### src/hw/rtl/spdxc_pkg.sv
// Shared constants, types and helper functions of the sync packet deframer.
package spdxc_pkg;

  // Header sizes in bytes
  localparam int LONG_HEADER_BYTES  = 44;
  localparam int SHORT_HEADER_BYTES = 16;

  // One XOR snapshot per 16-bit word of the longest header
  localparam int SNAP_DEPTH = LONG_HEADER_BYTES / 2;
  localparam int SNAP_IDX_W = $clog2(SNAP_DEPTH);

  // Configuration port
  localparam int CFG_INDEX_W = 3;
  localparam int CFG_DATA_W  = 16;

  localparam logic [CFG_INDEX_W-1:0] REG_LONG_LEN_OFFSET  = 3'd0;
  localparam logic [CFG_INDEX_W-1:0] REG_SHORT_LEN_OFFSET = 3'd1;
  localparam logic [CFG_INDEX_W-1:0] REG_LONG_ID_OFFSET   = 3'd2;
  localparam logic [CFG_INDEX_W-1:0] REG_SHORT_ID_OFFSET  = 3'd3;
  localparam logic [CFG_INDEX_W-1:0] REG_MAX_PACKET_LEN   = 3'd4;
  localparam logic [CFG_INDEX_W-1:0] REG_SUPPRESS_GOOD    = 3'd5;

  localparam logic [15:0] MAX_PACKET_LEN_RESET = 16'd4096;

  // Frame status codes
  localparam logic [2:0] STAT_NONE      = 3'd0;
  localparam logic [2:0] STAT_GOOD      = 3'd1;
  localparam logic [2:0] STAT_BAD_CHECK = 3'd2;
  localparam logic [2:0] STAT_ZERO_LEN  = 3'd3;
  localparam logic [2:0] STAT_OVERSIZE  = 3'd4;
  localparam logic [2:0] STAT_SUPPRESS  = 3'd5;
  localparam logic [2:0] STAT_STRAY     = 3'd6;

  // Sync and type bytes
  localparam logic [7:0] SYNC_LONG_A = 8'hAB;
  localparam logic [7:0] SYNC_LONG_B = 8'hBB;
  localparam logic [7:0] SYNC_SHORT  = 8'hDA;
  localparam logic [7:0] TYPE_BYTE_0 = 8'hAB;
  localparam logic [7:0] TYPE_BYTE_1 = 8'hBC;
  localparam logic [7:0] TYPE_BYTE_2 = 8'hCD;
  localparam logic [7:0] TYPE_BYTE_3 = 8'hDE;
  localparam logic [7:0] CHECK_SEED_HIGH = 8'hDA;

  typedef struct packed {
    logic [5:0]  long_len_offset;
    logic [3:0]  short_len_offset;
    logic [5:0]  long_id_offset;
    logic [3:0]  short_id_offset;
    logic [15:0] max_packet_len;
    logic        suppress_good;
  } cfg_t;

  typedef struct packed {
    logic [7:0]  echo_byte;
    logic        in_frame;
    logic        frame_end;
    logic [2:0]  status;
    logic [15:0] frame_length;
    logic [15:0] frame_id;
    logic [1:0]  type_code;
    logic [15:0] computed_check;
  } result_t;

  // Type byte belonging to a type code
  function automatic logic [7:0] type_byte(input logic [1:0] code);
    logic [7:0] tb;
    case (code)
      2'd0:    tb = TYPE_BYTE_0;
      2'd1:    tb = TYPE_BYTE_1;
      2'd2:    tb = TYPE_BYTE_2;
      default: tb = TYPE_BYTE_3;
    endcase
    return tb;
  endfunction

  // Seed folded into the check word at frame end
  function automatic logic [15:0] check_seed(input logic [1:0] code);
    return {CHECK_SEED_HIGH, type_byte(code)};
  endfunction

endpackage

### src/hw/rtl/spdxc_parser.sv
// Frame parser: parse state, header field capture, XOR check and per-byte result.
module spdxc_parser (
  input  logic              clk,
  input  logic              rst,
  input  logic              step,
  input  logic [7:0]        rx_byte,
  input  spdxc_pkg::cfg_t   cfg,
  output spdxc_pkg::result_t res
);
  import spdxc_pkg::*;

  localparam logic [1:0] PH_SYNC   = 2'd0;
  localparam logic [1:0] PH_TYPE   = 2'd1;
  localparam logic [1:0] PH_HEADER = 2'd2;
  localparam logic [1:0] PH_BODY   = 2'd3;

  // Merge one byte into a big-endian 16-bit field found at offset off
  function automatic logic [15:0] field_byte(input logic [15:0] cur, input logic [15:0] off,
                                             input logic [15:0] idx, input logic [7:0] b);
    logic [15:0] r;
    r = cur;
    if (idx == off) begin
      r = {b, cur[7:0]};
    end else if (idx == off + 16'd1) begin
      r = {cur[15:8], b};
    end
    return r;
  endfunction

  logic [1:0]  parse_phase, parse_phase_next;
  logic        long_header, long_header_next;
  logic [1:0]  kind, kind_next;
  logic [15:0] stored_count, stored_count_next;
  logic [15:0] length_value, length_value_next;
  logic [15:0] id_value, id_value_next;
  logic [15:0] expected_check, expected_check_next;
  logic [15:0] running_xor, running_xor_next;
  logic [7:0]  pending_high, pending_high_next;

  logic [15:0] header_xor_snap [SNAP_DEPTH];
  logic                  snap_we;
  logic [SNAP_IDX_W-1:0] snap_idx;

  logic [15:0] hdr_bytes;
  logic [15:0] last_word;
  logic [5:0]  len_off;
  logic [5:0]  id_off;
  logic [15:0] word_in;
  logic [15:0] xor_upd;
  logic [15:0] n_words;
  logic [15:0] chk;
  logic [16:0] end_lhs;

  always_comb begin
    // hold state by default
    parse_phase_next    = parse_phase;
    long_header_next    = long_header;
    kind_next           = kind;
    stored_count_next   = stored_count;
    length_value_next   = length_value;
    id_value_next       = id_value;
    expected_check_next = expected_check;
    running_xor_next    = running_xor;
    pending_high_next   = pending_high;
    snap_we             = 1'b0;
    snap_idx            = stored_count[SNAP_IDX_W:1];

    hdr_bytes = long_header ? 16'(LONG_HEADER_BYTES) : 16'(SHORT_HEADER_BYTES);
    last_word = (hdr_bytes >> 1) - 16'd1;
    len_off   = long_header ? cfg.long_len_offset : {2'b00, cfg.short_len_offset};
    id_off    = long_header ? cfg.long_id_offset : {2'b00, cfg.short_id_offset};
    word_in   = {pending_high, rx_byte};
    xor_upd   = running_xor;
    n_words   = 16'd0;
    chk       = 16'd0;
    end_lhs   = 17'd0;

    res.echo_byte      = rx_byte;
    res.in_frame       = 1'b0;
    res.frame_end      = 1'b0;
    res.status         = STAT_NONE;
    res.computed_check = 16'd0;

    case (parse_phase)
      PH_SYNC: begin
        // open a frame on a sync byte, drop anything else
        if (rx_byte == SYNC_LONG_A || rx_byte == SYNC_LONG_B || rx_byte == SYNC_SHORT) begin
          long_header_next    = (rx_byte != SYNC_SHORT);
          kind_next           = 2'd0;
          stored_count_next   = 16'd0;
          length_value_next   = 16'd0;
          id_value_next       = 16'd0;
          expected_check_next = 16'd0;
          running_xor_next    = 16'd0;
          pending_high_next   = 8'd0;
          parse_phase_next    = PH_TYPE;
          res.in_frame        = 1'b1;
        end else begin
          res.status = STAT_STRAY;
        end
      end

      PH_TYPE: begin
        // decode the type byte, abort on an unknown one
        res.in_frame     = 1'b1;
        parse_phase_next = PH_HEADER;
        case (rx_byte)
          TYPE_BYTE_0: kind_next = 2'd0;
          TYPE_BYTE_1: kind_next = 2'd1;
          TYPE_BYTE_2: kind_next = 2'd2;
          TYPE_BYTE_3: kind_next = 2'd3;
          default: begin
            res.frame_end    = 1'b1;
            res.status       = STAT_STRAY;
            parse_phase_next = PH_SYNC;
          end
        endcase
      end

      PH_HEADER: begin
        res.in_frame = 1'b1;
        // capture length, id and check word fields
        length_value_next   = field_byte(length_value, 16'(len_off), stored_count, rx_byte);
        id_value_next       = field_byte(id_value, 16'(id_off), stored_count, rx_byte);
        expected_check_next = field_byte(expected_check, 16'd0, stored_count, rx_byte);
        // fold header words into the XOR and snapshot it per word
        if (!stored_count[0]) begin
          pending_high_next = rx_byte;
        end else begin
          if (stored_count[15:1] != 15'd0) begin
            xor_upd = running_xor ^ word_in;
          end
          snap_we = 1'b1;
        end
        running_xor_next  = xor_upd;
        stored_count_next = stored_count + 16'd1;
        // header complete: end on zero length, else rewind XOR to the covered words
        if (stored_count_next >= hdr_bytes) begin
          if (length_value_next == 16'd0) begin
            res.frame_end    = 1'b1;
            res.status       = STAT_ZERO_LEN;
            parse_phase_next = PH_SYNC;
          end else begin
            parse_phase_next = PH_BODY;
            if (length_value_next[15:1] < 15'd2) begin
              running_xor_next = 16'd0;
            end else begin
              n_words = 16'(length_value_next[15:1]) - 16'd2;
              if (n_words >= last_word) begin
                running_xor_next = xor_upd;
              end else begin
                running_xor_next = header_xor_snap[n_words[SNAP_IDX_W-1:0]];
              end
            end
          end
        end
      end

      default: begin
        res.in_frame = 1'b1;
        // fold payload words that fall inside the checked range
        if (!stored_count[0]) begin
          pending_high_next = rx_byte;
        end else if (stored_count[15:1] != 15'd0 &&
                     (16'(stored_count[15:1]) + 16'd2) <= 16'(length_value[15:1])) begin
          xor_upd = running_xor ^ word_in;
        end
        running_xor_next  = xor_upd;
        stored_count_next = (stored_count != 16'hFFFF) ? stored_count + 16'd1 : stored_count;
        end_lhs           = 17'(stored_count_next) + 17'd2;
        // end by length with the check verdict, or abandon when oversize
        if (end_lhs >= 17'(length_value)) begin
          chk                = xor_upd ^ check_seed(kind);
          res.computed_check = chk;
          res.frame_end      = 1'b1;
          if (chk != expected_check) begin
            res.status = STAT_BAD_CHECK;
          end else begin
            res.status = cfg.suppress_good ? STAT_SUPPRESS : STAT_GOOD;
          end
          parse_phase_next = PH_SYNC;
        end else if (stored_count_next >= cfg.max_packet_len) begin
          res.frame_end    = 1'b1;
          res.status       = STAT_OVERSIZE;
          parse_phase_next = PH_SYNC;
        end
      end
    endcase

    res.frame_length = length_value_next;
    res.frame_id     = id_value_next;
    res.type_code    = kind_next;
  end

  // Advance parse state on each transaction
  always_ff @(posedge clk) begin
    if (rst) begin
      parse_phase    <= PH_SYNC;
      long_header    <= 1'b0;
      kind           <= 2'd0;
      stored_count   <= 16'd0;
      length_value   <= 16'd0;
      id_value       <= 16'd0;
      expected_check <= 16'd0;
      running_xor    <= 16'd0;
      pending_high   <= 8'd0;
    end else if (step) begin
      parse_phase    <= parse_phase_next;
      long_header    <= long_header_next;
      kind           <= kind_next;
      stored_count   <= stored_count_next;
      length_value   <= length_value_next;
      id_value       <= id_value_next;
      expected_check <= expected_check_next;
      running_xor    <= running_xor_next;
      pending_high   <= pending_high_next;
    end
  end

  // Store the header XOR snapshot of each completed word
  always_ff @(posedge clk) begin
    if (step && snap_we) begin
      header_xor_snap[snap_idx] <= xor_upd;
    end
  end

endmodule

### src/hw/rtl/sync_packet_deframer_xor_check_core.sv
// Top level of the sync packet deframer: handshakes, configuration registers, result register.
// The deframer takes one byte per transaction and returns exactly one result per byte: the
// byte itself tagged with frame status, header fields and, at a frame end by length, the
// computed XOR check. It sustains one byte per clock cycle while out_ready drains the result
// register; a byte passes the input register, then the result register, and the parse state,
// advanced once per accepted byte, sets that rate. Configuration registers are written through
// the cfg channel while no bytes are in flight, a rule the user must keep as the block does
// not enforce it; writes to indexes beyond the register list are accepted and ignored.
module sync_packet_deframer_xor_check_core (
  input  logic                               clk,
  input  logic                               rst,
  input  logic                               in_valid,
  output logic                               in_ready,
  input  logic [7:0]                         rx_byte,
  output logic                               out_valid,
  input  logic                               out_ready,
  output logic [7:0]                         echo_byte,
  output logic                               in_frame,
  output logic                               frame_end,
  output logic [2:0]                         status,
  output logic [15:0]                        frame_length,
  output logic [15:0]                        frame_id,
  output logic [1:0]                         type_code,
  output logic [15:0]                        computed_check,
  input  logic                               cfg_valid,
  output logic                               cfg_ready,
  input  logic [spdxc_pkg::CFG_INDEX_W-1:0]  cfg_index,
  input  logic [spdxc_pkg::CFG_DATA_W-1:0]   cfg_data
);
  import spdxc_pkg::*;

  cfg_t        cfg;
  logic        in_full;
  logic [7:0]  in_byte;
  logic        out_full;
  result_t     out_res;
  result_t     res;
  logic        step;

  // Move a byte through the parser when the result register can take it
  assign step      = in_full && (!out_full || out_ready);
  assign in_ready  = !in_full || step;
  assign cfg_ready = 1'b1;

  // Input register
  always_ff @(posedge clk) begin
    if (rst) begin
      in_full <= 1'b0;
    end else if (in_ready) begin
      in_full <= in_valid;
    end
  end

  always_ff @(posedge clk) begin
    if (in_valid && in_ready) begin
      in_byte <= rx_byte;
    end
  end

  // Configuration registers
  always_ff @(posedge clk) begin
    if (rst) begin
      cfg.long_len_offset  <= 6'd0;
      cfg.short_len_offset <= 4'd0;
      cfg.long_id_offset   <= 6'd0;
      cfg.short_id_offset  <= 4'd0;
      cfg.max_packet_len   <= MAX_PACKET_LEN_RESET;
      cfg.suppress_good    <= 1'b0;
    end else if (cfg_valid && cfg_ready) begin
      case (cfg_index)
        REG_LONG_LEN_OFFSET:  cfg.long_len_offset  <= cfg_data[5:0];
        REG_SHORT_LEN_OFFSET: cfg.short_len_offset <= cfg_data[3:0];
        REG_LONG_ID_OFFSET:   cfg.long_id_offset   <= cfg_data[5:0];
        REG_SHORT_ID_OFFSET:  cfg.short_id_offset  <= cfg_data[3:0];
        REG_MAX_PACKET_LEN:   cfg.max_packet_len   <= cfg_data[15:0];
        REG_SUPPRESS_GOOD:    cfg.suppress_good    <= cfg_data[0];
        default: ;
      endcase
    end
  end

  spdxc_parser u_parser (
    .clk     (clk),
    .rst     (rst),
    .step    (step),
    .rx_byte (in_byte),
    .cfg     (cfg),
    .res     (res)
  );

  // Result register
  always_ff @(posedge clk) begin
    if (rst) begin
      out_full <= 1'b0;
    end else if (step) begin
      out_full <= 1'b1;
    end else if (out_ready) begin
      out_full <= 1'b0;
    end
  end

  always_ff @(posedge clk) begin
    if (step) begin
      out_res <= res;
    end
  end

  assign out_valid      = out_full;
  assign echo_byte      = out_res.echo_byte;
  assign in_frame       = out_res.in_frame;
  assign frame_end      = out_res.frame_end;
  assign status         = out_res.status;
  assign frame_length   = out_res.frame_length;
  assign frame_id       = out_res.frame_id;
  assign type_code      = out_res.type_code;
  assign computed_check = out_res.computed_check;

endmodule
### config.mk
export PLATFORM = sky130hd
export DESIGN_NAME = sync_packet_deframer_xor_check_core
export DESIGN_NICKNAME = d
export VERILOG_FILES = /design/src/hw/rtl/spdxc_pkg.sv /design/src/hw/rtl/spdxc_parser.sv /design/src/hw/rtl/sync_packet_deframer_xor_check_core.sv
export SDC_FILE = /design/constraint.sdc
export NUM_CORES = 1
export LEC_CHECK = 0
export BUFFER_PORTS_ARGS = -buffer_cell sky130_fd_sc_hd__buf_4
export CAP_MARGIN = 20
export CORE_MARGIN = 8
export CORE_UTILIZATION = 27
export CTS_CLUSTER_DIAMETER = 150
export DETAILED_ROUTE_END_ITERATION = 10
export PLACE_DENSITY = 0.42
export REMOVE_ABC_BUFFERS = 1
export SLEW_MARGIN = 20
export SYNTH_ARGS = -nofsm -noshare
export SYNTH_HDL_FRONTEND = slang
export SYNTH_SLANG_ARGS = --single-unit
### constraint.sdc
create_clock -name clk -period 8.3 [get_ports clk]
set_input_delay 1.66 -clock clk [delete_from_list [all_inputs] [get_ports clk]]
set_output_delay 1.66 -clock clk [all_outputs]
set_load 0.01 [all_outputs]
== After elaboration in Yosys (flattened, before gate mapping) ==
Memory sizes are Yosys's and may differ from the RTL's.
Cells that the tools add are included.
Word-level totals
  output and inout bits: 66
  flip-flop bits (word level): 203
  word-level logic and storage cells: 171
  input port bits: 32
  memories kept: 1
  memory bits (writable): 352
Cells by class
  bitwise logic cells: 4
  order comparisons: 6
  equality and inequality tests: 29
  reductions and logical operators: 35
  add/sub/neg operators: 7
  multiplexer cells: 62
Memories
  u_parser.header_xor_snap: words 22, bits a word 16, rd ports 1, clocked after memory_dff 0, write ports 1, line spdxc_parser.sv:40  | logic [15:0] header_xor_snap [SNAP_DEPTH];
Operators with widths (count)
  16-bit two-way mux: 17
  16-bit one-hot mux with 2 select lines: 4
  16-bit one-hot mux with 3 select lines: 2
  8-bit two-way mux: 7
  8-bit equality test (second input constant): 6
  16-bit >= comparator: 3
  16-bit equality test: 2
  16-bit by 6-bit equality test with 1-bit output: 2
  16-bit logical NOT: 2
  16-bit XOR: 2
  7-bit one-hot mux with 3 select lines: 1
  4-bit two-way mux: 5
  6-bit two-way mux: 3
  16-bit by 2-bit adder with 17-bit output (second input constant): 1
  17-bit by 16-bit >= comparator with 1-bit output: 1
  15-bit by 2-bit adder with 16-bit output (second input constant): 1
  16-bit by 1-bit adder with 16-bit output (second input constant): 1
  16-bit by 1-bit equality test with 1-bit output (second input constant): 1
  16-bit by 15-bit <= comparator with 1-bit output: 1
  16-bit inequality test: 1
  16-bit inequality test (second input constant): 1
  8-bit one-hot mux with 2 select lines: 1
  15-bit by 1-bit subtractor with 16-bit output (second input constant): 1
  15-bit by 2-bit subtractor with 16-bit output (second input constant): 1
  other kinds (34): 76

== Logic depth before layout (Yosys ltp) ==
  depth after elaboration: 13
  mapped depth: 29
  depth with buffers taken out: 21

== By module ==
A second synthesis with hierarchy kept.
Unflattened totals
  cells, all modules: 2331
  area, all modules: 27571.4 µm²
Modules (own cells, without submodules)
  spdxc_parser: seq. area each 12431.9 µm², area an instance 23767.8 µm², cells an instance 2102, instances 1
  sync_packet_deframer_xor_check_core: seq. area each 2912.8 µm², area an instance 3803.6 µm², cells an instance 229, instances 1

== Worst setup path before layout ==
Ideal clock, no wire load.
  path kind: reg2reg
  start point: register u_parser.long_header
  end point: register u_parser.running_xor[15]
  library setup time: 0.116 ns
  cell stages (with the launch flop): 27
  setup slack: 2.362 ns
  arrival: 5.821 ns
  data required time: 8.184 ns
  clock period less this slack: 5.938 ns
  cell sequence: dfxtp_1 -> buf_4 -> buf_6 -> mux2i_2 -> inv_1 -> ha_1 -> clkbuf_1 -> nand4_1 -> nor2_1 -> xor2_1 -> or4_4 -> buf_6 -> or4_4 -> buf_6 -> nand2_8 -> buf_12 -> inv_2 -> clkbuf_1 -> ha_1 -> clkbuf_1 -> clkinv_1 -> a311oi_1 -> o2111ai_1 -> a2111oi_2 -> buf_2 -> o32ai_1 -> a41o_1
Between the ends
  word-level cells in the longest chain between the ends: 13
  elaborated cells between the ends (all ways): 20
  classes of those cells: add/sub (3); order compare (3); eq/ne (2); mux (10); reduce/logical (1); memory (1)
RTL lines
  start, declared: line spdxc_parser.sv:31  | logic long_header, long_header_next;
  start signal, assigned: line spdxc_parser.sv:209  | long_header <= long_header_next;
  6-bit two-way mux: line spdxc_parser.sv:70  | len_off = long_header ? cfg.long_len_offset : {2'b00, cfg.short_len_offset};
  6-bit by 1-bit adder with 7-bit output: line spdxc_parser.sv:24  | end else if (idx == off + 16'd1) begin
  16-bit equality test: line spdxc_parser.sv:24
  8-bit two-way mux: line spdxc_parser.sv:24
  16-bit two-way mux: line spdxc_parser.sv:22  | if (idx == off) begin
  16-bit two-way mux: line spdxc_parser.sv:84  | case (parse_phase)
  15-bit by 2-bit subtractor with 16-bit output: line spdxc_parser.sv:148  | n_words = 16'(length_value_next[15:1]) - 16'd2;
  16-bit >= comparator / memory 22 x 16 bit (equally long branches)
  16-bit two-way mux: line spdxc_parser.sv:149  | if (n_words >= last_word) begin
  16-bit two-way mux: line spdxc_parser.sv:145  | if (length_value_next[15:1] < 15'd2) begin
  16-bit two-way mux: line spdxc_parser.sv:139  | if (length_value_next == 16'd0) begin
  16-bit two-way mux *: line spdxc_parser.sv:138  | if (stored_count_next >= hdr_bytes) begin
  16-bit one-hot mux with 3 select lines *: line spdxc_parser.sv:84
  end signal, assigned: line spdxc_parser.sv:215  | running_xor <= running_xor_next;
  end, declared: line spdxc_parser.sv:37  | logic [15:0] running_xor, running_xor_next;
Mark *: on every way between the ends. The rest lies on a longest branch, timed or not. The select of a mux whose other input is x is not followed.
A chain may end at the register's enable or synchronous reset.

== Worst setup path in the final report ==
  start point: register u_parser.long_header
  end point: register u_parser.running_xor[1]
The elaborated chain is that of the path after synthesis.

==> metrics.txt <==
status=complete, no violations; MaxCap Viol Count=0; initial antenna violation count=1; routed via count=21100; top cells by area, synth=edfxtp_1, dfxtp_1, nand2_1, mux2i_1, a21oi_1; ys flop type=edfxtp_1; most frequent cells after synthesis=edfxtp_1, nand2_1, a21oi_1, nor2_1; GRT Total Usage=15.7%; worst vdd ir=121 uV; Clock Skews=55.1 ps; hpwl dp=64.8 mm; # Post-CTS Setup Buffers=0; drt pass-1 iters=6; RSZ-0062 raised after global routing=false; # fillers=10700; fmax=145 MHz; Synth Area per Inst=10.8 sq um; synthesized area=28300 sq um; largest area contributor in the netlist=edfxtp_1; CTS tree=done; Post-Synthesis Cells=2619; Area growth, synth to finish=15.7%; CP max FO=53; slew of the pin with the lowest slew margin=1070 ps; CP endpoint=u_parser.running_xor[1]$_SDFFE_PP0P_; post-synth cell types=91; Initial Utilization=27.1%; Chip Width=340 microns; worst hold path class=reg2reg; post-route setup TNS=0 ps; clock sink count=555; hold depth=2; Initial DRC Count=1631; num rows=119; number of flops mapped to enable cells by yosys=423; DIE HEIGHT=340 microns; core area=105000 sq um; Post-layout nets=2776; clock transition at the registers of the reported paths=60 ps; pwr dens=185 nW/um^2; worst reg2reg path startpoint=u_parser.long_header$_SDFFE_PP0P_; startpoint types=flop; Crit Path Class=reg2reg; Worst R2R Path Depth=18; share of the synthesized area in the top cell type=44.8%; combinational share of power=4.8%; switching power share of the total=23.3%; switching pwr=1420 uW; largest net degree at the start of global routing=78; CP endpoint kind=flop; worst-skew pair later-pin latency=640 ps; Finished Cell Area=32800 sq um; H-Tree Level Count=3; CTS-repair resized insts=0; Req. time, crit path=8810 ps; Worst Setup SP=u_parser.long_header$_SDFFE_PP0P_; Antenna Cells=0; gp weighted congestion=0.859; Final setup viols=0; max_slew headroom=28.8%; vias in the first global route=20800; IO buf count=96; fin crit share=83.2%; cell-internal power=4650 uW; Clock Path Buffers=3; Num CTS Buffers=68; leakage=0.0117 uW; final slew viol count=0; root buffer cell=clkbuf_16; asr flop ratio synth=0%; num ports=98; r2r endpoint=u_parser.running_xor[1]$_SDFFE_PP0P_; layout cell share with drive strength beyond 1=13.4%; first-pass GRT wire length=140 mm; Reg2Reg Setup Slack=1400 ps; Post-CTS Hold Buffers=0; Area after DPL=30600 sq um; Die ar.=116000 sq um; post-synthesis sequential area ratio=54.2%; total grt overflow=0; most common cell in the netlist=edfxtp_1; DRC errors left=0; Synthesis Warnings=0; Fin. Hold Viols=0; vias per inst=5.13; Routed Antenna Nets=0; min Tclk post-route=6900 ps; final core occ=31.3%; WL final=94.6 mm; clock network power share=45.9%; DR WL/cell=23.0 microns; #FFs+latches synth=555; Flop pwr share=49.3%; CP arrival=7420 ps
## state kept, by name, indices dropped and copies added, names as in the netlist, 2 cells and up
name and count:
u_parser.pending_high 8, computed_check 16, u_parser.parse_phase 2, u_parser.running_xor 16, frame_length 16, u_parser.kind 2, echo_byte 8, cfg 37
u_parser.header_xor_snap 352, status 3, u_parser.expected_check 16, u_parser.length_value 16, type_code 2, frame_id 16, u_parser.id_value 16, u_parser.stored_count 16
in_byte 8
## how the worst min path moves through the flow
stage                                             startpoint                                 end  slack (ps)
after global placement    u_parser.id_value[11]$_SDFFE_PP0P_  u_parser.id_value[11]$_SDFFE_PP0P_         440
after detailed placement                 cfg[5]$_SDFFE_PP0P_                 cfg[5]$_SDFFE_PP0P_         450
after global routing      u_parser.id_value[11]$_SDFFE_PP0P_  u_parser.id_value[11]$_SDFFE_PP0P_         480
final                                    cfg[5]$_SDFFE_PP0P_                 cfg[5]$_SDFFE_PP0P_         450
after floorplan                         cfg[10]$_SDFFE_PP0P_                cfg[10]$_SDFFE_PP0P_         430
after CTS                                cfg[5]$_SDFFE_PP0P_                 cfg[5]$_SDFFE_PP0P_         460
## metrics by stage
stage	cells	setup slack [ps]	total power (uW)	hold slack (ps)
2_1_floorplan	2427	950	3190	430
3_3_place_gp	3990	1550	3340	443
3_5_place_dp	3990	1300	3340	448
4_1_cts	4108	1350	6160	456
5_1_grt	4112	844	6290	479
6_report	4112	1400	6070	455
## critical path: stages (launching register included)
cell and delay (ps):
dfxtp_1 790, mux2i_2 380, inv_1 80, ha_1 310, nand4_1 130, nor2_1 60
xor2_1 190, or4_4 540, or4_4 580, nand2_8 350, inv_2 40, buf_4 300
ha_1 380, clkinv_1 490, a311oi_1 470, o2111ai_1 190, a2111oi_2 420, nand3_1 510
o41ai_2 540
## layout make-up
cell class	instances	area (sq um)	share of cell area (%)
Inverter	85	322	0.981
Sequential cell	555	15300	46.8
Tap cell	1391	1740	5.31
Clock buffer	88	1840	5.61
Multi-Input combinational cell	1787	11900	36.4
Clock inverter	30	260	0.794
Timing Repair Buffer	176	1350	4.11
## routing by layer
layer / vias up / global-route usage, % / wire length, microns / part of all wire [%]
li1: 9818 / - / - / -
met1: 10500 / 20.8 / 42100 / 44
met2: 613 / 26.7 / 45700 / 48
met4: 0 / 4.20 / 2100 / 2.2
met3: 134 / 2.56 / 4670 / 4.9
met5: - / 0 / 0 / 0
## power groups by stage
stage                     clock network [uW]  logic (uW)  registers [uW]
after floorplan                            0         128            3060
after global placement                     0         289            3050
after detailed placement                   0         290            3050
after CTS                               2880         291            2990
after global routing                    2990         309            2990
final                                   2790         289            2990
## cells by family after synthesis
logic type	synth area share, %
xor gates and xnor gates	3.70
other	0.0132
AOI/OAI and AO/OA	14.9
buffers and inverters	4.29
muxes	6.31
and+or+nand+nor	13.5
DFF	54.2
adders and majority gates	3.14
## layout by cell type, fill, tap and decap left out, types with 68 or more instances in the layout
| master | instances |
|---|---|
| a21oi_1 | 197 |
| buf_4 | 172 |
| clkbuf_16 | 69 |
| dfxtp_1 | 131 |
| edfxtp_1 | 423 |
| ha_1 | 71 |
| inv_1 | 79 |
| mux2i_1 | 114 |
| nand2_1 | 347 |
| nor2_1 | 186 |
| xnor2_1 | 68 |
(Power assumes the default switching activity.)
